--- config.mk ---
export PLATFORM = sky130hd
export DESIGN_NAME = text_glyph_to_rect_generator_top
export DESIGN_NICKNAME = d
export VERILOG_FILES = /design/src/rtl/tgr_pkg.sv /design/src/rtl/tgr_ctrl.sv /design/src/rtl/tgr_datapath.sv /design/src/rtl/text_glyph_to_rect_generator_top.sv
export SDC_FILE = /design/constraint.sdc
export NUM_CORES = 1
export LEC_CHECK = 0
export ABC_CLOCK_PERIOD_IN_PS = 11500
export BUFFER_PORTS_ARGS = -buffer_cell sky130_fd_sc_hd__buf_2
export CORE_UTILIZATION = 34
export CTS_BUF_LIST = sky130_fd_sc_hd__clkbuf_8
export DETAILED_ROUTE_END_ITERATION = 6
export PLACE_DENSITY = 0.51
export SYNTH_ARGS = -nofsm -noshare
export SYNTH_HDL_FRONTEND = slang
export SYNTH_HIERARCHICAL = 1
export SYNTH_SLANG_ARGS = --single-unit
--- constraint.sdc ---
create_clock -name clk -period 11.5 [get_ports clk]
set_input_delay 0.575 -clock clk [delete_from_list [all_inputs] [get_ports clk]]
set_output_delay 0.575 -clock clk [all_outputs]
set_load 0.01 [all_outputs]
--- src/rtl/tgr_pkg.sv ---
// Package: types, constants and font ROM of the glyph square generator.
`default_nettype none

package tgr_pkg;

  localparam int COORD_BITS_DEF = 20;
  localparam int FIELD_BITS     = 20;
  localparam int GLYPH_ROWS     = 7;
  localparam int GLYPH_COLS     = 5;
  localparam int GLYPH_CELLS    = GLYPH_ROWS * GLYPH_COLS;
  localparam int PEN_ADVANCE    = 6;
  localparam int COL_BITS       = $clog2(GLYPH_COLS);
  localparam int OFFX_BITS      = 6;   // holds (GLYPH_COLS-1)*15
  localparam int OFFY_BITS      = 7;   // holds (GLYPH_ROWS-1)*15
  localparam int ADV_BITS       = 7;   // holds PEN_ADVANCE*15

  // Character codes
  localparam logic [7:0] CH_LOWER_A = 8'h61;
  localparam logic [7:0] CH_LOWER_Z = 8'h7a;
  localparam logic [7:0] CH_UPPER_A = 8'h41;
  localparam logic [7:0] CH_UPPER_Z = 8'h5a;
  localparam logic [7:0] CH_ZERO    = 8'h30;
  localparam logic [7:0] CH_NINE    = 8'h39;
  localparam logic [7:0] CH_AT      = 8'h40;
  localparam logic [7:0] CH_GT      = 8'h3e;
  localparam logic [7:0] CH_DOT     = 8'h2e;
  localparam logic [7:0] CH_MINUS   = 8'h2d;
  localparam logic [7:0] CH_SLASH   = 8'h2f;
  localparam logic [7:0] CASE_FOLD  = 8'd32;

  localparam logic [5:0] IDX_DIGIT0 = 6'd26;
  localparam logic [5:0] IDX_AT     = 6'd36;
  localparam logic [5:0] IDX_GT     = 6'd37;
  localparam logic [5:0] IDX_DOT    = 6'd38;
  localparam logic [5:0] IDX_MINUS  = 6'd39;
  localparam logic [5:0] IDX_SLASH  = 6'd40;

  typedef struct packed {
    logic [7:0]         ch;
    logic               new_text;
    logic signed [19:0] start_x;
    logic signed [19:0] start_y;
    logic [3:0]         scale;
    logic [31:0]        color;
  } in_item_t;

  typedef struct packed {
    logic signed [19:0] rect_x;
    logic signed [19:0] rect_y;
    logic [3:0]         rect_size;
    logic [31:0]        rect_color;
    logic               last;
  } out_item_t;

  typedef enum logic {
    ST_IDLE,
    ST_SCAN
  } state_t;

  typedef struct packed {
    logic load;
    logic step;
    logic advance;
  } dp_cmd_t;

  typedef struct packed {
    logic rem_zero;
    logic out_free;
  } dp_status_t;

  typedef logic [0:GLYPH_ROWS-1][GLYPH_COLS-1:0] glyph_t;

  function automatic glyph_t font_glyph(input logic [5:0] idx);
    glyph_t g;
    unique case (idx)
      6'd0:  g = {5'd14, 5'd17, 5'd17, 5'd31, 5'd17, 5'd17, 5'd17};
      6'd1:  g = {5'd30, 5'd17, 5'd17, 5'd30, 5'd17, 5'd17, 5'd30};
      6'd2:  g = {5'd14, 5'd17, 5'd16, 5'd16, 5'd16, 5'd17, 5'd14};
      6'd3:  g = {5'd30, 5'd17, 5'd17, 5'd17, 5'd17, 5'd17, 5'd30};
      6'd4:  g = {5'd31, 5'd16, 5'd16, 5'd30, 5'd16, 5'd16, 5'd31};
      6'd5:  g = {5'd31, 5'd16, 5'd16, 5'd30, 5'd16, 5'd16, 5'd16};
      6'd6:  g = {5'd14, 5'd17, 5'd16, 5'd23, 5'd17, 5'd17, 5'd14};
      6'd7:  g = {5'd17, 5'd17, 5'd17, 5'd31, 5'd17, 5'd17, 5'd17};
      6'd8:  g = {5'd14, 5'd4,  5'd4,  5'd4,  5'd4,  5'd4,  5'd14};
      6'd9:  g = {5'd7,  5'd2,  5'd2,  5'd2,  5'd18, 5'd18, 5'd12};
      6'd10: g = {5'd17, 5'd18, 5'd20, 5'd24, 5'd20, 5'd18, 5'd17};
      6'd11: g = {5'd16, 5'd16, 5'd16, 5'd16, 5'd16, 5'd16, 5'd31};
      6'd12: g = {5'd17, 5'd27, 5'd21, 5'd21, 5'd17, 5'd17, 5'd17};
      6'd13: g = {5'd17, 5'd25, 5'd21, 5'd19, 5'd17, 5'd17, 5'd17};
      6'd14: g = {5'd14, 5'd17, 5'd17, 5'd17, 5'd17, 5'd17, 5'd14};
      6'd15: g = {5'd30, 5'd17, 5'd17, 5'd30, 5'd16, 5'd16, 5'd16};
      6'd16: g = {5'd14, 5'd17, 5'd17, 5'd17, 5'd21, 5'd18, 5'd13};
      6'd17: g = {5'd30, 5'd17, 5'd17, 5'd30, 5'd20, 5'd18, 5'd17};
      6'd18: g = {5'd15, 5'd16, 5'd16, 5'd14, 5'd1,  5'd1,  5'd30};
      6'd19: g = {5'd31, 5'd4,  5'd4,  5'd4,  5'd4,  5'd4,  5'd4};
      6'd20: g = {5'd17, 5'd17, 5'd17, 5'd17, 5'd17, 5'd17, 5'd14};
      6'd21: g = {5'd17, 5'd17, 5'd17, 5'd17, 5'd17, 5'd10, 5'd4};
      6'd22: g = {5'd17, 5'd17, 5'd17, 5'd21, 5'd21, 5'd21, 5'd10};
      6'd23: g = {5'd17, 5'd17, 5'd10, 5'd4,  5'd10, 5'd17, 5'd17};
      6'd24: g = {5'd17, 5'd17, 5'd10, 5'd4,  5'd4,  5'd4,  5'd4};
      6'd25: g = {5'd31, 5'd1,  5'd2,  5'd4,  5'd8,  5'd16, 5'd31};
      6'd26: g = {5'd14, 5'd17, 5'd19, 5'd21, 5'd25, 5'd17, 5'd14};
      6'd27: g = {5'd4,  5'd12, 5'd4,  5'd4,  5'd4,  5'd4,  5'd14};
      6'd28: g = {5'd14, 5'd17, 5'd1,  5'd2,  5'd4,  5'd8,  5'd31};
      6'd29: g = {5'd30, 5'd1,  5'd1,  5'd14, 5'd1,  5'd1,  5'd30};
      6'd30: g = {5'd2,  5'd6,  5'd10, 5'd18, 5'd31, 5'd2,  5'd2};
      6'd31: g = {5'd31, 5'd16, 5'd16, 5'd30, 5'd1,  5'd1,  5'd30};
      6'd32: g = {5'd14, 5'd16, 5'd16, 5'd30, 5'd17, 5'd17, 5'd14};
      6'd33: g = {5'd31, 5'd1,  5'd2,  5'd4,  5'd8,  5'd8,  5'd8};
      6'd34: g = {5'd14, 5'd17, 5'd17, 5'd14, 5'd17, 5'd17, 5'd14};
      6'd35: g = {5'd14, 5'd17, 5'd17, 5'd15, 5'd1,  5'd1,  5'd14};
      6'd36: g = {5'd14, 5'd17, 5'd23, 5'd21, 5'd23, 5'd16, 5'd14};
      6'd37: g = {5'd16, 5'd8,  5'd4,  5'd2,  5'd4,  5'd8,  5'd16};
      6'd38: g = {5'd0,  5'd0,  5'd0,  5'd0,  5'd0,  5'd12, 5'd12};
      6'd39: g = {5'd0,  5'd0,  5'd0,  5'd31, 5'd0,  5'd0,  5'd0};
      6'd40: g = {5'd1,  5'd1,  5'd2,  5'd4,  5'd8,  5'd16, 5'd16};
      default: g = '0;
    endcase
    return g;
  endfunction

  // Cell mask in scan order: bit row*COLS+col, col 0 leftmost.
  function automatic logic [GLYPH_CELLS-1:0] glyph_scan(input logic [7:0] ch);
    logic [7:0]             up;
    logic [5:0]             idx;
    logic                   hit;
    glyph_t                 g;
    logic [GLYPH_CELLS-1:0] v;
    up  = (ch >= CH_LOWER_A && ch <= CH_LOWER_Z) ? ch - CASE_FOLD : ch;
    hit = 1'b1;
    idx = '0;
    priority if (up >= CH_UPPER_A && up <= CH_UPPER_Z) idx = 6'(up - CH_UPPER_A);
    else if (up >= CH_ZERO && up <= CH_NINE) idx = 6'(up - CH_ZERO) + IDX_DIGIT0;
    else if (up == CH_AT)    idx = IDX_AT;
    else if (up == CH_GT)    idx = IDX_GT;
    else if (up == CH_DOT)   idx = IDX_DOT;
    else if (up == CH_MINUS) idx = IDX_MINUS;
    else if (up == CH_SLASH) idx = IDX_SLASH;
    else hit = 1'b0;
    g = font_glyph(idx);
    for (int r = 0; r < GLYPH_ROWS; r++) begin
      for (int c = 0; c < GLYPH_COLS; c++) begin
        v[r*GLYPH_COLS + c] = hit & g[r][GLYPH_COLS-1-c];
      end
    end
    return v;
  endfunction

endpackage

`default_nettype wire

--- src/rtl/tgr_ctrl.sv ---
// Controller: sequences character load, cell scan and pen advance.
`default_nettype none

module tgr_ctrl import tgr_pkg::*; (
  input  wire logic       clk,
  input  wire logic       rst_n,
  input  wire logic       in_valid,
  output logic            in_stall,
  input  wire dp_status_t status,
  output dp_cmd_t         cmd
);

  state_t state_r, state_nxt;

  always_ff @(posedge clk) begin
    if (!rst_n) begin
      state_r <= ST_IDLE;
    end else begin
      state_r <= state_nxt;
    end
  end

  always_comb begin
    state_nxt = state_r;
    unique case (state_r)
      ST_IDLE: begin
        if (in_valid) state_nxt = ST_SCAN;
      end
      ST_SCAN: begin
        if (status.rem_zero) state_nxt = ST_IDLE;
      end
      default: state_nxt = ST_IDLE;
    endcase
  end

  always_comb begin
    cmd      = '0;
    in_stall = 1'b1;
    unique case (state_r)
      ST_IDLE: begin
        in_stall = 1'b0;
        cmd.load = in_valid;
      end
      ST_SCAN: begin
        cmd.advance = status.rem_zero;
        cmd.step    = !status.rem_zero && status.out_free;
      end
      default: begin
        in_stall = 1'b1;
      end
    endcase
  end

endmodule

`default_nettype wire

--- src/rtl/tgr_datapath.sv ---
// Datapath: pen registers, cell scan counters and the result register.
`default_nettype none

module tgr_datapath import tgr_pkg::*; #(
  parameter int COORD_BITS = COORD_BITS_DEF
) (
  input  wire logic     clk,
  input  wire logic     rst_n,
  input  wire dp_cmd_t  cmd,
  input  wire in_item_t in_data,
  input  wire logic     out_stall,
  output dp_status_t    status,
  output logic          out_valid,
  output out_item_t     out_data
);

  typedef logic [COORD_BITS-1:0] coord_t;

  coord_t                 pen_x_r, pen_y_r;
  logic [3:0]             scale_r;
  logic [31:0]            color_r;
  logic [GLYPH_CELLS-1:0] rem_r;
  logic [COL_BITS-1:0]    col_r;
  logic [OFFX_BITS-1:0]   off_x_r;
  logic [OFFY_BITS-1:0]   off_y_r;
  logic                   out_valid_r;
  out_item_t              out_data_r;

  logic [3:0]          eff_scale;
  coord_t              cur_x, cur_y;
  logic [ADV_BITS-1:0] adv;
  logic                out_free;

  assign eff_scale = (in_data.scale == 4'd0) ? 4'd1 : in_data.scale;
  assign cur_x     = pen_x_r + coord_t'(off_x_r);
  assign cur_y     = pen_y_r + coord_t'(off_y_r);
  assign adv       = ADV_BITS'(scale_r) * ADV_BITS'(PEN_ADVANCE);
  assign out_free  = !out_valid_r || !out_stall;

  always_ff @(posedge clk) begin
    if (!rst_n) begin
      pen_x_r <= '0;
      pen_y_r <= '0;
      rem_r   <= '0;
    end else if (cmd.load) begin
      if (in_data.new_text) begin
        pen_x_r <= coord_t'($signed(in_data.start_x));
        pen_y_r <= coord_t'($signed(in_data.start_y));
      end
      rem_r <= glyph_scan(in_data.ch);
    end else if (cmd.step) begin
      rem_r <= rem_r >> 1;
    end else if (cmd.advance) begin
      pen_x_r <= pen_x_r + coord_t'(adv);
    end
  end

  // scan position, running offsets, latched scale and colour
  always_ff @(posedge clk) begin
    if (cmd.load) begin
      scale_r <= eff_scale;
      color_r <= in_data.color;
      col_r   <= '0;
      off_x_r <= '0;
      off_y_r <= '0;
    end else if (cmd.step) begin
      if (col_r == COL_BITS'(GLYPH_COLS - 1)) begin
        col_r   <= '0;
        off_x_r <= '0;
        off_y_r <= off_y_r + OFFY_BITS'(scale_r);
      end else begin
        col_r   <= col_r + COL_BITS'(1);
        off_x_r <= off_x_r + OFFX_BITS'(scale_r);
      end
    end
  end

  always_ff @(posedge clk) begin
    if (!rst_n) begin
      out_valid_r <= 1'b0;
    end else if (cmd.step && rem_r[0]) begin
      out_valid_r <= 1'b1;
    end else if (!out_stall) begin
      out_valid_r <= 1'b0;
    end
  end

  always_ff @(posedge clk) begin
    if (cmd.step && rem_r[0]) begin
      out_data_r.rect_x     <= FIELD_BITS'(cur_x);
      out_data_r.rect_y     <= FIELD_BITS'(cur_y);
      out_data_r.rect_size  <= scale_r;
      out_data_r.rect_color <= color_r;
      out_data_r.last       <= (rem_r[GLYPH_CELLS-1:1] == '0);
    end
  end

  assign status.rem_zero = (rem_r == '0);
  assign status.out_free = out_free;
  assign out_valid       = out_valid_r;
  assign out_data        = out_data_r;

endmodule

`default_nettype wire

--- src/rtl/text_glyph_to_rect_generator_top.sv ---
// Top level of the glyph square generator: controller plus datapath.
//
// Usage:
//  - Input channel (in_valid / in_stall / in_data): one text character per
//    transaction. new_text loads the pen from start_x/start_y first.
//  - Output channel (out_valid / out_stall / out_data): one square per set
//    dot of the 5x7 glyph, row by row, leftmost column first; last marks
//    the final square of a character. Space and unknown codes give none.
//  - First square: the character is loaded into the cell mask register,
//    then each set cell scanned is registered into the result register;
//    blank cells scanned ahead of the first set dot delay the first square.
//  - Sequence: a character is loaded, then scanned one glyph cell per cycle
//    while the single result register is free, up to its last set dot (at
//    most 35 cells), and then the pen advances; a blank character is loaded
//    and then only advances the pen.
//  - Only one character is in flight; in_stall is high from acceptance
//    until the pen has advanced. The next character may be taken while the
//    final square still waits in the output register.
//  - Receiver stall: the scan pauses with the square held; nothing is lost.
//  - Reset (rst_n low, synchronous): pen to zero, scan and output cleared.
`default_nettype none

module text_glyph_to_rect_generator_top import tgr_pkg::*; #(
  parameter int COORD_BITS = COORD_BITS_DEF
) (
  input  wire logic      clk,
  input  wire logic      rst_n,
  input  wire logic      in_valid,
  output logic           in_stall,
  input  wire in_item_t  in_data,
  output logic           out_valid,
  input  wire logic      out_stall,
  output out_item_t      out_data
);

  dp_cmd_t    cmd;
  dp_status_t status;

  // sequencing: idle -> scan cells -> advance pen
  tgr_ctrl u_ctrl (
    .clk      (clk),
    .rst_n    (rst_n),
    .in_valid (in_valid),
    .in_stall (in_stall),
    .status   (status),
    .cmd      (cmd)
  );

  // pen state, glyph cell mask and result register
  tgr_datapath #(
    .COORD_BITS (COORD_BITS)
  ) u_dp (
    .clk       (clk),
    .rst_n     (rst_n),
    .cmd       (cmd),
    .in_data   (in_data),
    .out_stall (out_stall),
    .status    (status),
    .out_valid (out_valid),
    .out_data  (out_data)
  );

endmodule

`default_nettype wire

Word-level counts from Yosys, hierarchy flattened
Memories as Yosys holds them, arrays and structs flattened. Index checks and enable logic that the tools add are counted.

Add/sub/neg operators: 10. $mul: 1. Magnitude comparators: 6. Equal/unequal tests: 9. Multiplexer cells: 37. Bitwise logic cells: 36. Reduce and logical (&&, ||, !) cells: 17.

Operators by type and width (number): $mux 35 (4); $mux 20 (4); $mux 6 (10); $add 20x7->20 (2); $and 1x1->1 (35); $logic_not 35->1 (1); $logic_not 34->1 (1); $eq 8x6->1 const B (4); $add 20x6->20 (1); $ge 8x7->1 const B (2); $le 8x7->1 const B (2); $mux 1 (15); $eq 8x7->1 const B (1); $ge 8x6->1 const B (1); $le 8x6->1 const B (1); $mux 8 (1); $sub 8x6->8 const B (1); $add 7x4->7 (1); $add 6x4->6 (1); $add 6x5->6 const B (1); $mul 4x2->6 const B (1); $sub 6x1->6 const B (1); $sub 6x6->6 const B (1); $logic_and 1x1->1 (5); 14 further kinds (19).

Register bits after elaboration: 206. ROM bits: 2240. Input bits: 89. Output and inout port bits: 79. Word-level logic and storage cells: 132. Memories kept: 1.

Memory list: (no name shown) (depth 64, bits a word 35, rd ports 1, clocked after memory_dff 0, wr ports 0, RTL line tgr_pkg.sv:75) `unique case (idx)`.

Longest topological paths before layout
An unclocked memory read counts as a cell.

Depth after elaboration: 18. Gate-level depth with buffers: 16. Mapped depth without buffers: 13.

Modules after synthesis
Netlist, hierarchy kept.

Modules (own cells, without submodules): tgr_datapath (instances 1, cells each 1180, area an instance 11426.0 sq um, sequential area each 5235.0 sq um); tgr_ctrl (instances 1, cells each 6, area an instance 56.3 sq um, sequential area each 20.0 sq um).

Least setup slack after synthesis
Ideal clock, no wire load.

Path type: input to register. Start: input port in_valid. End: register u_dp.rem_r[13]. Library setup time: 0.092 ns. Data arrival time: 4.104 ns. Required time: 11.408 ns. Setup slack: 7.304 ns. Cell stages on the path: 7. Buffers on the path: 1. Path through: nor2b_1 clkinv_1 a31oi_1 buf_2 nand2_1 o21bai_1 o32ai_1.

Word-level cells in the longest chain between the ends: 2. Elaborated cells between the ends (all ways): 3. Those cells by class: 2 x mux; 1 x reduce/logical.

RTL lines: start: declaration (RTL line text_glyph_to_rect_generator_top.sv:28) `input wire logic in_valid,`; $mux 1 * (RTL line tgr_ctrl.sv:39) `unique case (state_r)`; $mux 35 / $reduce_bool 2->1 (equally long branches); end signal: assignment (RTL line tgr_datapath.sv:50) `rem_r <= glyph_scan(in_data.ch);`; end signal: assignment (RTL line tgr_datapath.sv:52) `rem_r <= rem_r >> 1;`; end: declaration (RTL line tgr_datapath.sv:22) `logic [GLYPH_CELLS-1:0] rem_r;`.

Mark *: on every way between the ends. The rest lies on a longest branch, timed or not. A chain may end at the register's enable or synchronous reset.

==> impl_metrics.csv <==
group,metric,value,unit
outcome,status,"finished with violations",
outcome,violations,"design-rule violations",
sta,period_minus_slack,4.41,ns
cts,cts_resized,0,
global_route,antenna_found_initial,0,
die,die_area,34500,µm²
die,fp.coreArea,32900,µm²
hold_path,whs_endpoint,"u_dp/color_r[9]",
cts,clkLatencyLatePin,0.52,ns
power,switching_power,0.000506,W
sta,min_period_over_period,0.384,
global_route,grt_pass1_vias,9558,
global_route,grt_pass1_wl,53.6,mm
cells_and_area,fin_area,13300,µm²
cells_and_area,area.growth.synth_to_final,15.6,%
yosys,netlist_area,11500,µm²
worst_setup_path,r2r_slack,7.09,ns
cts,cts_setup_buffers,0,
worst_setup_path,critPathKind,"flop to flop",
yosys,synth_edf_count,113,
run,maxCapViolCount,0,
die,io_pins,168,
hold_path,worstHoldStart,"in_data[9]",
worst_setup_path,crit_path_end_kind,"flop",
cts,htreeDepth,2,
worst_setup_path,cp_max_fo,28,
die,start_util,0.349,
placed_design,hpwlAfterDp,24.4,mm
power,powerDensity,134,nW/µm²
route,drc,1,
route,vias_per_cell,5.54,
route,first_pass_iters,7,
sta,hold_violations,0,
cells_and_area,layout.area.seq,5260,µm²
cells_and_area,finalNetCount,1474,
yosys,netlist_instances,1186,
yosys,ys_ff_latch,206,
yosys,seq_area_frac_synth,0.458,
worst_setup_path,cp-start-kind,"flop",
hold_path,min_path_cells,1,
power,internal_power,0.00127,W
power,leakage,5.12,nW
sta,final_max_slew_viol_count,0,
worst_setup_path,r2r_start,"u_dp/rem_r[16]",
power,power_frac_clock,0.367,
power,power_frac_seq,0.474,
power,combPwrFrac,0.160,
global_route,grtUsageTotal,0.199,
power,total_power,0.00177,W
yosys,synth_nets,1333,
worst_setup_path,cp.arrival,4.85,ns
worst_setup_path,path_buf_inv,1,
power,swShare,0.285,
power,ir_drop,54.9,µV
sta,rsz0062_at_grt,"no",
yosys,synthArstFlopShare,0,
placed_design,gp_congestion,0.940,
cells_and_area,layout_common_cells,"167 x buf_2, 125 x nand2_1, 113 x edfxtp_1",
cells_and_area,final_core_util,0.404,
cts,cts.sinks,206,
yosys,synth_ff_type,"edfxtp_1",
worst_setup_path,required,11.93,ns
sta,max_freq,227,MHz
sta,fin_tns_setup,0,ns
cts,clk_path_buf_depth,3,
worst_setup_path,timing.rr.end,"u_dp/rem_r[22]",
global_route,grt_max_degree,77,
die,rows,66,
cts,cts_made_buffers,38,
die,die_w,186,µm
cts,cts_tree,"done",
cells_and_area,layout_commonest_cell,"buf_2",
cells_and_area,drive_gt1_frac,0.199,
placed_design,dpl_cell_area,12600,µm²
cts,cts_root_buffer,"clkbuf_8",
die,die_h,186,µm
cells_and_area,multiInputGateArea,5670,µm²
cts,hold_buffers,0,
cells_and_area,nFillCells,3344,
route,drtIter0Drc,929,
sta,finClkSkew,0.0205,ns
cts,path_clk_slew,0.06,ns
sta,setup_viol,0,
placed_design,port_buffers,167,
yosys,synth_cell_types,94,
worst_setup_path,reg2reg_depth,11,
hold_path,min_path_type,"input port to flop",
worst_setup_path,worstPathCellList,"nor4_1 -> and4_1 -> nand4_1 -> nor4_1 -> nor2b_1 -> and3b_2 -> clkinv_1 -> nand2_1 -> o21ai_0 -> or3b_1 -> o22ai_1",
yosys,ys_warn_count,6,
yosys,syn_avg_cell_area,9.68,µm²
worst_setup_path,cp_common_cell,"nor4_1",
route,antenna_left,0,
route,dr_total_vias,9950,
worst_setup_path,path_delay_family,"simple AND/OR/NAND/NOR gates",
sta,worstMarginPinSlew,1.10,ns
cells_and_area,n_antenna_cell,0,
route,wl_per_cell,19.6,µm
worst_setup_path,slowest_stage,"nand2_1",
sta,max-slew-margin-rel,0.263,
route,wirelength,35.2,mm
global_route,grt.overflow.total,0,
worst_setup_path,slowest_delay,1.11,ns
-- power by group through the flow --
stage	Sequential [W]	Combinational, W	Clock, W
after floorplan	0.000846	0.000199	0
after global placement	0.000854	0.000280	0
after detailed placement	0.000855	0.000278	0
after CTS	0.000840	0.000279	0.000674
after global routing	0.000844	0.000310	0.000706
final	0.000840	0.000283	0.000650
-- routing by layer --
metal  track usage  wire [µm]  vias to the layer above  part of all wire
met5             0          0                        -                 0
met4        0.0797       1070                        0             0.031
met3        0.0380       2380                       87             0.068
met2         0.336      16800                      410              0.48
met1         0.250      14900                     4773              0.42
li1              -          -                     4680                 -
-- through the flow --
step | setup slack, ns | hold WS [ns] | std cells
CTS | 7.14 | 0.201 | 1797
floorplan | 7.30 | 0.400 | 1186
global placement | 6.91 | 0.401 | 1729
global route | 6.74 | 0.190 | 1797
detailed placement | 6.97 | 0.406 | 1729
finish | 7.09 | 0.239 | 1797
-- registers in the layout (all words and copies together) (netlist names) --
signal,count
u_ctrl/state_r,1
u_dp/col_r,3
u_dp/color_r,32
u_dp/off_x_r,6
u_dp/off_y_r,7
u_dp/out_data,77
u_dp/out_valid,1
u_dp/pen_x_r,20
u_dp/pen_y_r,20
u_dp/rem_r,35
u_dp/scale_r,4
-- cell type report --
type                            instances  share of cell area
Multi-Input combinational cell        857               0.427
Sequential cell                       206               0.396
Timing Repair Buffer                  179              0.0697
Clock buffer                           41              0.0425
Tap cell                              442              0.0417
Inverter                               45              0.0128
Clock inverter                         27              0.0106
-- cells in the mapped netlist (8+ instances only) --
cell | n | area share
buf_2 | 13 | 0.0057
a21oi_1 | 105 | 0.046
nor2_1 | 74 | 0.024
xnor2_1 | 28 | 0.021
o21a_1 | 12 | 0.0078
a21o_1 | 14 | 0.0092
mux2i_1 | 16 | 0.014
o211ai_1 | 13 | 0.0085
dfxtp_1 | 93 | 0.16
o22ai_1 | 11 | 0.0060
nand2_1 | 125 | 0.041
ha_1 | 52 | 0.057
nand3_1 | 25 | 0.011
nor2b_1 | 16 | 0.0087
a211oi_1 | 28 | 0.018
o221ai_1 | 11 | 0.0084
nand4_1 | 11 | 0.0060
and3_1 | 8 | 0.0044
nor4_1 | 13 | 0.0071
a31oi_1 | 14 | 0.0076
o21ai_0 | 87 | 0.038
xor2_1 | 23 | 0.018
nor3_1 | 31 | 0.014
buf_6 | 10 | 0.0098
inv_1 | 39 | 0.013
clkbuf_1 | 45 | 0.015
edfxtp_1 | 113 | 0.30
-- cells by family (layout without fill, tap and decap cells) --
kind of cell	Yosys count	count (layout)	synth area share
xor+xnor	51	51	0.0389
flops	206	206	0.458
buf+inv	123	292	0.0498
fa+ha+maj	58	58	0.0671
mux	16	16	0.0139
compound gates	394	394	0.232
simple gates	338	338	0.141
-- worst max-delay path by stage --
stage / end / from / cells past startpoint / slack (ns)
floorplan: u_dp/rem_r[13] / in_valid / 7 / 7.30
global placement: u_dp/rem_r[20] / in_data[78] / 14 / 6.91
detailed placement: u_dp/rem_r[32] / in_data[78] / 14 / 6.97
CTS: u_dp/rem_r[22] / u_dp/rem_r[16] / 11 / 7.14
global route: u_dp/rem_r[22] / u_dp/rem_r[16] / 11 / 6.74
finish: u_dp/rem_r[22] / u_dp/rem_r[16] / 11 / 7.09
Note: power is estimated with default switching activity, not from simulation.
